$ cat src/rtl/core/lppg_pkg.sv
// shared types, constants and tables of the lens profile point generator
`default_nettype none
package lppg_pkg;

   // trig values and angles are Q2.30
   localparam int unsigned TrigBits = 30;
   localparam logic [30:0] HALFPI_Q = 31'd1686629713;
   localparam logic [30:0] ONE_Q = 31'h4000_0000;
   localparam logic [63:0] RND_Q = 64'h2000_0000;

   // serial unit operations
   localparam logic OP_MUL = 1'b0;
   localparam logic OP_DIV = 1'b1;

   typedef struct packed {
      logic        start;
      logic        op;
      logic [63:0] a;
      logic [31:0] b;
   } alu_req_type;

   typedef struct packed {
      logic        done;
      logic [63:0] result;
   } alu_rsp_type;

   typedef struct packed {
      logic [24:0] point_x;
      logic [24:0] point_z;
      logic        is_plane;
      logic        last_point;
   } point_type;

   // divisor of the k-th taylor term: (2k)(2k+1) for sin, (2k-1)(2k) for cos
   function automatic logic [8:0] taylor_divisor(input logic [3:0] k, input logic is_cos);
      logic [8:0] dv;
      dv = 9'd1;
      if (is_cos) begin
         case (k)
            4'd1: dv = 9'd2;
            4'd2: dv = 9'd12;
            4'd3: dv = 9'd30;
            4'd4: dv = 9'd56;
            4'd5: dv = 9'd90;
            4'd6: dv = 9'd132;
            4'd7: dv = 9'd182;
            4'd8: dv = 9'd240;
            default: dv = 9'd1;
         endcase
      end else begin
         case (k)
            4'd1: dv = 9'd6;
            4'd2: dv = 9'd20;
            4'd3: dv = 9'd42;
            4'd4: dv = 9'd72;
            4'd5: dv = 9'd110;
            4'd6: dv = 9'd156;
            4'd7: dv = 9'd210;
            default: dv = 9'd1;
         endcase
      end
      return dv;
   endfunction

endpackage
`default_nettype wire

$ cat src/rtl/core/lppg_serial_alu.sv
// bit-serial multiplier (32x32) and restoring divider (64/32) sharing one datapath
`default_nettype none
module lppg_serial_alu (
   input  wire logic                 clock,
   input  wire logic                 reset,
   input  wire lppg_pkg::alu_req_type req,
   output lppg_pkg::alu_rsp_type      rsp
);
   import lppg_pkg::*;

   logic        busy_ff, busy_in;
   logic        done_ff, done_in;
   logic        op_ff, op_in;
   logic [5:0]  cnt_ff, cnt_in;
   logic [31:0] opd_ff, opd_in;
   logic [32:0] hi_ff, hi_in;
   logic [63:0] lo_ff, lo_in;

   logic [32:0] madd_w;
   logic [32:0] rem_w;
   logic        ge_w;

   // control state
   always_ff @(posedge clock) begin
      if (reset) begin
         busy_ff <= 1'b0;
         done_ff <= 1'b0;
      end else begin
         busy_ff <= busy_in;
         done_ff <= done_in;
      end
   end

   // datapath registers
   always_ff @(posedge clock) begin
      op_ff  <= op_in;
      cnt_ff <= cnt_in;
      opd_ff <= opd_in;
      hi_ff  <= hi_in;
      lo_ff  <= lo_in;
   end

   // one multiplier bit or one quotient bit per cycle
   always_comb begin
      busy_in = busy_ff;
      done_in = 1'b0;
      op_in   = op_ff;
      cnt_in  = cnt_ff;
      opd_in  = opd_ff;
      hi_in   = hi_ff;
      lo_in   = lo_ff;
      madd_w  = {1'b0, hi_ff[31:0]} + (lo_ff[0] ? {1'b0, opd_ff} : 33'd0);
      rem_w   = {hi_ff[31:0], lo_ff[63]};
      ge_w    = rem_w >= {1'b0, opd_ff};
      if (req.start) begin
         busy_in = 1'b1;
         op_in   = req.op;
         hi_in   = 33'd0;
         if (req.op == OP_MUL) begin
            cnt_in = 6'd31;
            opd_in = req.a[31:0];
            lo_in  = {32'd0, req.b};
         end else begin
            cnt_in = 6'd63;
            opd_in = req.b;
            lo_in  = req.a;
         end
      end else if (busy_ff) begin
         if (op_ff == OP_MUL) begin
            hi_in = {1'b0, madd_w[32:1]};
            lo_in = {32'd0, madd_w[0], lo_ff[31:1]};
         end else begin
            hi_in = ge_w ? (rem_w - {1'b0, opd_ff}) : rem_w;
            lo_in = {lo_ff[62:0], ge_w};
         end
         cnt_in = cnt_ff - 6'd1;
         if (cnt_ff == 6'd0) begin
            busy_in = 1'b0;
            done_in = 1'b1;
         end
      end
   end

   assign rsp.done   = done_ff;
   assign rsp.result = (op_ff == OP_MUL) ? {hi_ff[31:0], lo_ff[31:0]} : lo_ff;

endmodule
`default_nettype wire

$ cat src/rtl/core/lppg_seq.sv
// sequencer: plane test, asin search, taylor sin/cos and point scaling
`default_nettype none
module lppg_seq (
   input  wire logic                 clock,
   input  wire logic                 reset,
   input  wire logic                 start,
   input  wire logic [23:0]          diameter,
   input  wire logic [23:0]          radius,
   input  wire logic [6:0]           stack_count,
   output logic                      idle,
   output lppg_pkg::alu_req_type      alu_req,
   input  wire lppg_pkg::alu_rsp_type alu_rsp,
   output lppg_pkg::point_type        pt,
   output logic                      pt_valid,
   input  wire logic                 pt_ready
);
   import lppg_pkg::*;

   localparam logic [3:0] S_IDLE     = 4'd0;
   localparam logic [3:0] S_PL_MUL   = 4'd1;
   localparam logic [3:0] S_PL_DIV   = 4'd2;
   localparam logic [3:0] S_S_DIV    = 4'd3;
   localparam logic [3:0] S_AS_CAND  = 4'd4;
   localparam logic [3:0] S_AS_CHK   = 4'd5;
   localparam logic [3:0] S_ANG_MUL  = 4'd6;
   localparam logic [3:0] S_ANG_DIV  = 4'd7;
   localparam logic [3:0] S_COS_DONE = 4'd8;
   localparam logic [3:0] S_SC_X     = 4'd9;
   localparam logic [3:0] S_SC_Z     = 4'd10;
   localparam logic [3:0] S_EMIT     = 4'd11;
   localparam logic [3:0] S_TRIG_SQ  = 4'd12;
   localparam logic [3:0] S_TRIG_MUL = 4'd13;
   localparam logic [3:0] S_TRIG_DIV = 4'd14;

   logic [3:0]         state_ff, state_in;
   logic [3:0]         ret_ff, ret_in;
   logic               wait_ff, wait_in;
   logic [23:0]        d_ff, d_in;
   logic [23:0]        rabs_ff, rabs_in;
   logic               neg_ff, neg_in;
   logic               plane_ff, plane_in;
   logic [6:0]         stacks_ff, stacks_in;
   logic [5:0]         half_ff, half_in;
   logic [5:0]         i_ff, i_in;
   logic [30:0]        s_ff, s_in;
   logic [30:0]        h_ff, h_in;
   logic [4:0]         bit_ff, bit_in;
   logic [30:0]        tx_ff, tx_in;
   logic               cos_mode_ff, cos_mode_in;
   logic [31:0]        x2_ff, x2_in;
   logic [31:0]        term_ff, term_in;
   logic signed [35:0] sum_ff, sum_in;
   logic [3:0]         k_ff, k_in;
   logic signed [35:0] cval_ff, cval_in;
   logic signed [27:0] xval_ff, xval_in;
   logic [63:0]        tmp_ff, tmp_in;
   point_type          pt_ff, pt_in;

   logic               uses_alu_w;
   logic [30:0]        cand_w;
   logic [63:0]        rnd_w;
   logic [25:0]        p_w;
   logic signed [35:0] smag_src_w;
   logic [35:0]        smag_w;
   logic [7:0]         diff_w;
   logic [23:0]        rabs_w;
   logic [6:0]         stacks_w;
   logic signed [35:0] q_signed_w;
   logic signed [27:0] zs_w;
   logic signed [27:0] z_w;
   logic [3:0]         k_last_w;

   function automatic logic [24:0] sat25(input logic signed [27:0] v);
      logic [24:0] r;
      if (v > 28'sd16777215) r = 25'h0FF_FFFF;
      else if (v < -28'sd16777216) r = 25'h100_0000;
      else r = v[24:0];
      return r;
   endfunction

   // control state
   always_ff @(posedge clock) begin
      if (reset) begin
         state_ff <= S_IDLE;
         wait_ff  <= 1'b0;
      end else begin
         state_ff <= state_in;
         wait_ff  <= wait_in;
      end
   end

   // working registers
   always_ff @(posedge clock) begin
      ret_ff      <= ret_in;
      d_ff        <= d_in;
      rabs_ff     <= rabs_in;
      neg_ff      <= neg_in;
      plane_ff    <= plane_in;
      stacks_ff   <= stacks_in;
      half_ff     <= half_in;
      i_ff        <= i_in;
      s_ff        <= s_in;
      h_ff        <= h_in;
      bit_ff      <= bit_in;
      tx_ff       <= tx_in;
      cos_mode_ff <= cos_mode_in;
      x2_ff       <= x2_in;
      term_ff     <= term_in;
      sum_ff      <= sum_in;
      k_ff        <= k_in;
      cval_ff     <= cval_in;
      xval_ff     <= xval_in;
      tmp_ff      <= tmp_in;
      pt_ff       <= pt_in;
   end

   // operands of the serial unit for each state
   always_comb begin
      smag_src_w = (state_ff == S_SC_X) ? cval_ff : sum_ff;
      smag_w     = smag_src_w[35] ? 36'(-smag_src_w) : 36'(smag_src_w);
      diff_w     = {1'b0, stacks_ff} - {1'b0, i_ff, 1'b0};
      alu_req.op = OP_MUL;
      alu_req.a  = 64'd0;
      alu_req.b  = 32'd0;
      uses_alu_w = 1'b1;
      case (state_ff)
         S_PL_MUL: begin
            alu_req.a = {40'd0, d_ff};
            alu_req.b = {24'd0, diff_w};
         end
         S_PL_DIV: begin
            alu_req.op = OP_DIV;
            alu_req.a  = tmp_ff;
            alu_req.b  = {24'd0, stacks_ff, 1'b0};
         end
         S_S_DIV: begin
            alu_req.op = OP_DIV;
            alu_req.a  = {10'd0, d_ff, 30'd0};
            alu_req.b  = {7'd0, rabs_ff, 1'b0};
         end
         S_ANG_MUL: begin
            alu_req.a = {58'd0, i_ff + 6'd1};
            alu_req.b = {1'b0, h_ff};
         end
         S_ANG_DIV: begin
            alu_req.op = OP_DIV;
            alu_req.a  = tmp_ff;
            alu_req.b  = {26'd0, half_ff};
         end
         S_SC_X, S_SC_Z: begin
            alu_req.a = {40'd0, rabs_ff};
            alu_req.b = smag_w[31:0];
         end
         S_TRIG_SQ: begin
            alu_req.a = {33'd0, tx_ff};
            alu_req.b = {1'b0, tx_ff};
         end
         S_TRIG_MUL: begin
            alu_req.a = {32'd0, term_ff};
            alu_req.b = x2_ff;
         end
         S_TRIG_DIV: begin
            alu_req.op = OP_DIV;
            alu_req.a  = tmp_ff;
            alu_req.b  = {23'd0, taylor_divisor(k_ff, cos_mode_ff)};
         end
         default: uses_alu_w = 1'b0;
      endcase
      alu_req.start = uses_alu_w && !wait_ff;
   end

   // sequencing
   always_comb begin
      state_in    = state_ff;
      ret_in      = ret_ff;
      wait_in     = wait_ff;
      d_in        = d_ff;
      rabs_in     = rabs_ff;
      neg_in      = neg_ff;
      plane_in    = plane_ff;
      stacks_in   = stacks_ff;
      half_in     = half_ff;
      i_in        = i_ff;
      s_in        = s_ff;
      h_in        = h_ff;
      bit_in      = bit_ff;
      tx_in       = tx_ff;
      cos_mode_in = cos_mode_ff;
      x2_in       = x2_ff;
      term_in     = term_ff;
      sum_in      = sum_ff;
      k_in        = k_ff;
      cval_in     = cval_ff;
      xval_in     = xval_ff;
      tmp_in      = tmp_ff;
      pt_in       = pt_ff;

      cand_w     = h_ff | (31'd1 << bit_ff);
      rnd_w      = alu_rsp.result + RND_Q;
      p_w        = rnd_w[55:30];
      rabs_w     = radius[23] ? (24'd0 - radius) : radius;
      stacks_w   = (stack_count < 7'd2) ? 7'd2 : stack_count;
      q_signed_w = $signed({4'd0, alu_rsp.result[31:0]});
      zs_w       = (sum_ff[35] ? -$signed({2'b0, p_w}) : $signed({2'b0, p_w}))
                   - $signed({4'b0, rabs_ff});
      z_w        = neg_ff ? -zs_w : zs_w;
      k_last_w   = cos_mode_ff ? 4'd8 : 4'd7;

      if (uses_alu_w && !wait_ff) wait_in = 1'b1;

      case (state_ff)
         S_IDLE: begin
            if (start) begin
               d_in      = diameter;
               rabs_in   = rabs_w;
               neg_in    = radius[23];
               stacks_in = stacks_w;
               half_in   = stacks_w[6:1];
               i_in      = 6'd0;
               plane_in  = (radius == 24'd0) || ({rabs_w, 1'b0} < {1'b0, diameter});
               state_in  = plane_in ? S_PL_MUL : S_S_DIV;
            end
         end

         // flat surface: x = (d*(stacks-2i) + stacks) / (2*stacks)
         S_PL_MUL: begin
            if (wait_ff && alu_rsp.done) begin
               wait_in  = 1'b0;
               tmp_in   = alu_rsp.result + {57'd0, stacks_ff};
               state_in = S_PL_DIV;
            end
         end
         S_PL_DIV: begin
            if (wait_ff && alu_rsp.done) begin
               wait_in           = 1'b0;
               pt_in.point_x     = alu_rsp.result[24:0];
               pt_in.point_z     = 25'd0;
               pt_in.is_plane    = 1'b1;
               pt_in.last_point  = (i_ff == half_ff);
               state_in          = S_EMIT;
            end
         end

         // sine of the half aperture, clamped to one
         S_S_DIV: begin
            if (wait_ff && alu_rsp.done) begin
               wait_in  = 1'b0;
               s_in     = (alu_rsp.result > {33'd0, ONE_Q}) ? ONE_Q : alu_rsp.result[30:0];
               h_in     = 31'd0;
               bit_in   = 5'd30;
               state_in = S_AS_CAND;
            end
         end

         // asin by bit search, one candidate bit per sin evaluation
         S_AS_CAND: begin
            if (cand_w <= HALFPI_Q) begin
               tx_in       = cand_w;
               cos_mode_in = 1'b0;
               ret_in      = S_AS_CHK;
               state_in    = S_TRIG_SQ;
            end else if (bit_ff == 5'd0) begin
               i_in     = 6'd0;
               state_in = S_ANG_MUL;
            end else begin
               bit_in   = bit_ff - 5'd1;
               state_in = S_AS_CAND;
            end
         end
         S_AS_CHK: begin
            if (sum_ff <= $signed({5'd0, s_ff})) h_in = tx_ff;
            if (bit_ff == 5'd0) begin
               i_in     = 6'd0;
               state_in = S_ANG_MUL;
            end else begin
               bit_in   = bit_ff - 5'd1;
               state_in = S_AS_CAND;
            end
         end

         // point angle: halfpi - h + (i+1)*h/half
         S_ANG_MUL: begin
            if (wait_ff && alu_rsp.done) begin
               wait_in  = 1'b0;
               tmp_in   = alu_rsp.result;
               state_in = S_ANG_DIV;
            end
         end
         S_ANG_DIV: begin
            if (wait_ff && alu_rsp.done) begin
               wait_in     = 1'b0;
               tx_in       = HALFPI_Q - h_ff + alu_rsp.result[30:0];
               cos_mode_in = 1'b1;
               ret_in      = S_COS_DONE;
               state_in    = S_TRIG_SQ;
            end
         end
         S_COS_DONE: begin
            cval_in     = sum_ff;
            cos_mode_in = 1'b0;
            ret_in      = S_SC_X;
            state_in    = S_TRIG_SQ;
         end

         // scale by |r| with rounding half away from zero
         S_SC_X: begin
            if (wait_ff && alu_rsp.done) begin
               wait_in  = 1'b0;
               xval_in  = cval_ff[35] ? -$signed({2'b0, p_w}) : $signed({2'b0, p_w});
               state_in = S_SC_Z;
            end
         end
         S_SC_Z: begin
            if (wait_ff && alu_rsp.done) begin
               wait_in          = 1'b0;
               pt_in.point_x    = sat25(xval_ff);
               pt_in.point_z    = sat25(z_w);
               pt_in.is_plane   = 1'b0;
               pt_in.last_point = ((i_ff + 6'd1) == half_ff);
               state_in         = S_EMIT;
            end
         end

         // hand the point over
         S_EMIT: begin
            if (pt_ready) begin
               if (pt_ff.last_point) begin
                  state_in = S_IDLE;
               end else begin
                  i_in     = i_ff + 6'd1;
                  state_in = plane_ff ? S_PL_MUL : S_ANG_MUL;
               end
            end
         end

         // taylor series: square, then term = term*x2 >> 30 / divisor
         S_TRIG_SQ: begin
            if (wait_ff && alu_rsp.done) begin
               wait_in  = 1'b0;
               x2_in    = rnd_w[61:30];
               term_in  = cos_mode_ff ? {1'b0, ONE_Q} : {1'b0, tx_ff};
               sum_in   = cos_mode_ff ? $signed({5'd0, ONE_Q}) : $signed({5'd0, tx_ff});
               k_in     = 4'd1;
               state_in = S_TRIG_MUL;
            end
         end
         S_TRIG_MUL: begin
            if (wait_ff && alu_rsp.done) begin
               wait_in  = 1'b0;
               tmp_in   = {30'd0, alu_rsp.result[63:30]};
               state_in = S_TRIG_DIV;
            end
         end
         S_TRIG_DIV: begin
            if (wait_ff && alu_rsp.done) begin
               wait_in = 1'b0;
               term_in = alu_rsp.result[31:0];
               sum_in  = k_ff[0] ? (sum_ff - q_signed_w) : (sum_ff + q_signed_w);
               if (k_ff == k_last_w) begin
                  state_in = ret_ff;
               end else begin
                  k_in     = k_ff + 4'd1;
                  state_in = S_TRIG_MUL;
               end
            end
         end

         default: state_in = S_IDLE;
      endcase
   end

   assign idle     = (state_ff == S_IDLE);
   assign pt       = pt_ff;
   assign pt_valid = (state_ff == S_EMIT);

endmodule
`default_nettype wire

$ cat src/rtl/core/lens_profile_point_generator_unit.sv
// top level: register port, request intake, sequencer and result register
//
// Lens profile point generator. A request (req_diameter, req_radius) yields
// a run of profile points on the rsp channel, rim first, the final point
// marked by rsp_last_point. A flat surface (radius zero or 2|r| < d) gives
// stack_count/2+1 points with z = 0; a curved one gives stack_count/2 points.
// All arithmetic runs through one bit-serial unit. A flat point needs one
// multiply and one divide. A curved surface first spends one divide plus up
// to 31 taylor sin evaluations on the asin search, then per point an angle
// multiply and divide, one cos, one sin and two scaling multiplies.
// One request is worked on at a time; req_ready is high only while the
// sequencer is idle. The result register holds a point until rsp_ready;
// while it stalls the sequencer waits with the next point. After the last
// point is in the result register a new request can be accepted.
// Reset (synchronous) empties the result register, returns the sequencer
// to idle and sets stack_count to 32. stack_count sits at address 0 and
// should be written only while the block is idle.
`default_nettype none
module lens_profile_point_generator_unit (
   input  wire logic        clock,
   input  wire logic        reset,
   input  wire logic        req_valid,
   output logic             req_ready,
   input  wire logic [23:0] req_diameter,
   input  wire logic [23:0] req_radius,
   output logic             rsp_valid,
   input  wire logic        rsp_ready,
   output logic [24:0]      rsp_point_x,
   output logic [24:0]      rsp_point_z,
   output logic             rsp_is_plane,
   output logic             rsp_last_point,
   input  wire logic        psel,
   input  wire logic        penable,
   input  wire logic        pwrite,
   input  wire logic [2:0]  paddr,
   input  wire logic [31:0] pwdata,
   output logic [31:0]      prdata,
   output logic             pready
);
   import lppg_pkg::*;

   logic [6:0]  stack_count_ff, stack_count_in;
   logic        rsp_valid_ff, rsp_valid_in;
   point_type   rsp_ff, rsp_in;

   logic        seq_idle;
   logic        pt_valid;
   logic        pt_ready;
   point_type   pt;
   alu_req_type alu_req;
   alu_rsp_type alu_rsp;
   logic        csr_wr;

   // register port
   assign pready = 1'b1;
   assign csr_wr = psel && penable && pwrite && (paddr[2] == 1'b0);
   assign prdata = (paddr[2] == 1'b0) ? {25'd0, stack_count_ff} : 32'd0;
   assign stack_count_in = csr_wr ? pwdata[6:0] : stack_count_ff;

   always_ff @(posedge clock) begin
      if (reset) begin
         stack_count_ff <= 7'd32;
         rsp_valid_ff   <= 1'b0;
      end else begin
         stack_count_ff <= stack_count_in;
         rsp_valid_ff   <= rsp_valid_in;
      end
   end

   always_ff @(posedge clock) begin
      rsp_ff <= rsp_in;
   end

   // result register
   assign pt_ready = !rsp_valid_ff || rsp_ready;
   always_comb begin
      rsp_valid_in = rsp_valid_ff;
      rsp_in       = rsp_ff;
      if (pt_ready) begin
         rsp_valid_in = pt_valid;
         if (pt_valid) rsp_in = pt;
      end
   end

   assign req_ready      = seq_idle;
   assign rsp_valid      = rsp_valid_ff;
   assign rsp_point_x    = rsp_ff.point_x;
   assign rsp_point_z    = rsp_ff.point_z;
   assign rsp_is_plane   = rsp_ff.is_plane;
   assign rsp_last_point = rsp_ff.last_point;

   lppg_seq u_seq (
      .clock       (clock),
      .reset       (reset),
      .start       (req_valid && seq_idle),
      .diameter    (req_diameter),
      .radius      (req_radius),
      .stack_count (stack_count_ff),
      .idle        (seq_idle),
      .alu_req     (alu_req),
      .alu_rsp     (alu_rsp),
      .pt          (pt),
      .pt_valid    (pt_valid),
      .pt_ready    (pt_ready)
   );

   lppg_serial_alu u_alu (
      .clock (clock),
      .reset (reset),
      .req   (alu_req),
      .rsp   (alu_rsp)
   );

endmodule
`default_nettype wire

$ cat config.mk
export PLATFORM = sky130hd
export DESIGN_NAME = lens_profile_point_generator_unit
export DESIGN_NICKNAME = d
export VERILOG_FILES = /design/src/rtl/core/lppg_pkg.sv /design/src/rtl/core/lppg_serial_alu.sv /design/src/rtl/core/lppg_seq.sv /design/src/rtl/core/lens_profile_point_generator_unit.sv
export SDC_FILE = /design/constraint.sdc
export NUM_CORES = 2
export LEC_CHECK = 0
export BUFFER_PORTS_ARGS = -buffer_cell sky130_fd_sc_hd__buf_2
export CORE_MARGIN = 2
export CORE_UTILIZATION = 44
export DETAILED_ROUTE_END_ITERATION = 7
export HOLD_SLACK_MARGIN = 0.1
export PLACE_DENSITY = 0.64
export REMOVE_ABC_BUFFERS = 1
export SYNTH_ARGS = -nofsm -noshare
export SYNTH_HDL_FRONTEND = slang
export SYNTH_SLANG_ARGS = --single-unit
$ cat constraint.sdc
create_clock -name clock -period 6.2 [get_ports clock]
set_input_delay 1.24 -clock clock [delete_from_list [all_inputs] [get_ports clock]]
set_output_delay 1.24 -clock clock [all_outputs]
set_load 0.01 [all_outputs]
==> impl_metrics.env <==
export IMPL_boundary_pins=177
export IMPL_report_final_hold_viol_count=0
export IMPL_height_of_the_die_um=323
export IMPL_overall_via_count_from_detail_route=40239
export IMPL_gr_usage_all_layers=0.327
export IMPL_synth_ff_type="sky130_fd_sc_hd__edfxtp_1"
export IMPL_synth_top_cell_by_area="sky130_fd_sc_hd__edfxtp_1"
export IMPL_critical_path_reg2reg_endpoint="u_seq.pt[4]"
export IMPL_via_count_of_the_first_global_routing_pass=37175
export IMPL_ctsHtreeMaxLevel=3
export IMPL_routabilityCongestion=1.04
export IMPL_hold_class="flop to flop"
export IMPL_critical_path_most_common_cell="sky130_fd_sc_hd__buf_4"
export IMPL_drt_first_iter_violations=5687
export IMPL_synth_top_cells_by_area="sky130_fd_sc_hd__edfxtp_1, sky130_fd_sc_hd__ha_1, sky130_fd_sc_hd__xnor2_1, sky130_fd_sc_hd__o21ai_0, sky130_fd_sc_hd__a21oi_1"
export IMPL_cts_hold_fix_buffers=0
export IMPL_insertion_delay_ns=0.67
export IMPL_synth_register_bits=656
export IMPL_max_cap_viol_count=0
export IMPL_cp_startpoint="u_alu.op_ff"
export IMPL_synthDominantCellAreaShare=0.403
export IMPL_dp_hpwl_mm=132
export IMPL_post_route_period_util=0.993
export IMPL_finalInstanceArea_mm2=0.0516
export IMPL_period_minus_slack_ns=6.16
export IMPL_critical_path_n_buffers_inverters=5
export IMPL_global_route_overflow_total=0
export IMPL_rr_startpoint="u_alu.op_ff"
export IMPL_critical_path_top_delay_family="compound AO/OA/AOI/OAI gates"
export IMPL_port_buffer_count=123
export IMPL_p_leak_nw=20.3
export IMPL_syn_area_mm2=0.0447
export IMPL_worstSetupPathDepth=25
export IMPL_cts_tree="done"
export IMPL_iteration_count_of_the_initial_detailed_routing_pass=8
export IMPL_floorplan_die_width_um=323
export IMPL_max_clock_freq_mhz=162
export IMPL_dpl_cell_count=6287
export IMPL_finish_cell_count_without_fillers=6440
export IMPL_layout_filler_cells=9429
export IMPL_syn_to_final_growth_pct=15.2
export IMPL_crit_path_end="u_seq.pt[4]"
export IMPL_max_vdd_ir_drop_mv=0.522
export IMPL_number_of_distinct_library_cells_after_synthesis=93
export IMPL_synthMostInstantiatedCell="sky130_fd_sc_hd__edfxtp_1"
export IMPL_pwr_per_cell_area_mw_per_mm2=550
export IMPL_worst_reg2reg_path_depth=25
export IMPL_via_per_inst=6.25
export IMPL_cts_sinks=656
export IMPL_number_of_antenna_violations_at_the_first_check_in_global_routing=18
export IMPL_yosys_warnings=0
export IMPL_synth_cells_most_frequent="sky130_fd_sc_hd__edfxtp_1, sky130_fd_sc_hd__nand2_1, sky130_fd_sc_hd__o21ai_0"
export IMPL_remaining_drc_errors=0
export IMPL_synth_edf_count=601
export IMPL_max_clock_path_buffers=3
export IMPL_postRouteWirelength_mm=176
export IMPL_layout_nets=5380
export IMPL_final_layout_size_suffix_gt1_frac=0.137
export IMPL_crit_fanout=24
export IMPL_async_flop_share=0
export IMPL_critical_path_slowest_cell="sky130_fd_sc_hd__edfxtp_1"
export IMPL_syn_inst=4711
export IMPL_cts_buffers_inserted=75
export IMPL_worst_r2r_setup_slack_ns=0.04
export IMPL_grt_start_max_net_pins=117
export IMPL_critical_path_arrival_ns=6.66
export IMPL_critPathLaunchType="flop"
export IMPL_coreArea_mm2=0.100
export IMPL_end_kind="flop"
export IMPL_synth_area_per_cell_um2=9.50
export IMPL_timing_worst_setup_path_type="flop to flop"
export IMPL_placed_cell_area_mm2=0.0488
export IMPL_postRouteAntennaNets=0
export IMPL_seq_area_frac_synth=0.428
export IMPL_initial_core_util=0.446
export IMPL_max_slew_margin=0.0965
export IMPL_routedWlPerCell_um=27.3
export IMPL_final_max_slew_viol_count=0
export IMPL_rsz0062_at_grt="true"
export IMPL_setup_viol=0
export IMPL_critical_path_max_stage_delay_ns=0.46
export IMPL_skew_ns=0.0454
export IMPL_worst_pin_slew_ns=1.34
export IMPL_status="finished clean"
export IMPL_first_pass_grt_wire_length_mm=250
export IMPL_worst_endpoint_required_ns=6.70
export IMPL_placement_rows=116
export IMPL_clock_edge_transition_at_the_registers_on_the_reported_setup_and_hold_paths_ns=0.06
export IMPL_clock_root_buffer="sky130_fd_sc_hd__clkbuf_16"
export IMPL_die_area_mm2=0.104
[routing by layer]
metal / up-vias / wire, um / track usage
met1: 19289 / 69300 / 0.433
met3: 452 / 21600 / 0.0972
li1: 18048 / - / -
met4: 6 / 10700 / 0.169
met2: 2444 / 73900 / 0.484
met5: - / 37 / 0
[cells in the final DEF, fill, tap and decap left out, drive strengths merged, types with 56 or more instances in the layout]
cell / instances
edfxtp: 601
buf: 474
o21ai: 394
nand2: 382
a21oi: 343
nor2: 326
inv: 300
ha: 271
xnor2: 247
xor2: 117
nand3: 110
mux2i: 107
nor3: 100
clkbuf: 95
a21o: 91
nor4: 64
and3: 62
nor2b: 57
a22oi: 56
[logic make-up after synthesis]
logic type / count (synthesis) / synth area share
DFF: 656 / 0.428
xor gates and xnor gates: 364 / 0.0716
and+or+nand+nor: 1371 / 0.150
adders and majority gates: 278 / 0.0789
other: 2 / 0.000168
muxes: 115 / 0.0259
buffers and inverters: 573 / 0.0511
AOI/OAI and AO/OA: 1352 / 0.194
[final cells by class]
type	instances	area, um^2	area share
diodes	10	25.0	0.000485
flip-flops and latches	656	19100	0.371
repair buffers	474	3350	0.0649
clock inverters	43	526	0.0102
multi-input cells	3506	23700	0.460
clock buffers	95	1970	0.0382
well taps	1357	1700	0.0329
inverters	299	1120	0.0218
[report_power, final]
part           internal [mW]  switching [mW]  total [mW]  leakage, nW
sequential              6.20            1.11        7.31         5.92
combinational           6.22            10.1        16.4         13.2
clock                   2.73            1.98        4.71         1.21
[worst reg2reg max path, stage by stage, from the launching register on]
cell and delay, ns:
sky130_fd_sc_hd__edfxtp_1 0.46, sky130_fd_sc_hd__buf_12 0.18, sky130_fd_sc_hd__nand3b_1 0.18, sky130_fd_sc_hd__buf_4 0.16, sky130_fd_sc_hd__a222oi_1 0.38, sky130_fd_sc_hd__nand3_1 0.19
sky130_fd_sc_hd__a222oi_1 0.36, sky130_fd_sc_hd__buf_4 0.18, sky130_fd_sc_hd__and4_2 0.28, sky130_fd_sc_hd__nand3_1 0.12, sky130_fd_sc_hd__or2_2 0.31, sky130_fd_sc_hd__or3_1 0.33
sky130_fd_sc_hd__or3_1 0.34, sky130_fd_sc_hd__nand2_1 0.09, sky130_fd_sc_hd__xnor2_1 0.09, sky130_fd_sc_hd__ha_2 0.34, sky130_fd_sc_hd__o21a_1 0.12, sky130_fd_sc_hd__o21bai_1 0.07
sky130_fd_sc_hd__a21o_1 0.23, sky130_fd_sc_hd__a2111oi_2 0.42, sky130_fd_sc_hd__nor3_2 0.12, sky130_fd_sc_hd__buf_4 0.16, sky130_fd_sc_hd__o31a_1 0.31, sky130_fd_sc_hd__a2bb2oi_4 0.18
sky130_fd_sc_hd__buf_12 0.17, sky130_fd_sc_hd__o21ai_0 0.22
[per-stage QoR]
| stage | hold WS (ns) | setup slack (ns) | TNS, ns | power, mW | util |
|---|---|---|---|---|---|
| 6_report | 0.408 | 0.0416 | 0 | 28.4 | 0.513 |
| 5_1_grt | 0.416 | -0.288 | -5.98 | 29.8 | 0.513 |
| 4_1_cts | 0.409 | 0.00149 | 0 | 27.8 | 0.512 |
| 3_5_place_dp | 0.405 | -0.269 | -5.63 | 23.0 | 0.486 |
| 3_3_place_gp | 0.400 | -0.0976 | -1.77 | 22.9 | 0.486 |
| 2_1_floorplan | 0.400 | -3.48 | -408.60 | 16.7 | - |
[worst min-delay path by stage]
stage                           end  cells after the start  slack, ns         start
finish              rsp_point_z[18]                      0       0.41  u_seq.pt[20]
detailed placement  rsp_point_x[17]                      0       0.40  u_seq.pt[44]
global route        rsp_point_z[18]                      0       0.42  u_seq.pt[20]
global placement     rsp_point_z[6]                      0       0.40   u_seq.pt[8]
CTS                 rsp_point_z[18]                      0       0.41  u_seq.pt[20]
floorplan              rsp_is_plane                      0       0.40   u_seq.pt[1]
[repair_timing]
action	in CTS	in global routing
setup buffers	2	3
resized for setup	11	29
endpoints found under the hold margin	0	0
pin swaps	4	8
endpoints found under the setup margin	24	25
[sequential cells by signal (all words and copies together) (netlist names), 5 cells and up, named ones only]
register,count
u_seq.bit_ff,5
u_seq.tx_ff,31
u_alu.opd_ff,32
u_seq.d_ff,24
u_seq.i_ff,6
u_alu.lo_ff,64
stack_count_ff,7
u_alu.hi_ff,32
u_alu.cnt_ff,6
u_seq.pt,52
u_seq.cval_ff,33
rsp_point_z,25
u_seq.term_ff,32
u_seq.sum_ff,36
u_seq.tmp_ff,64
u_seq.s_ff,31
rsp_point_x,25
u_seq.half_ff,6
u_seq.x2_ff,32
u_seq.h_ff,31
u_seq.rabs_ff,24
u_seq.xval_ff,28
(Power assumes the default switching activity.)
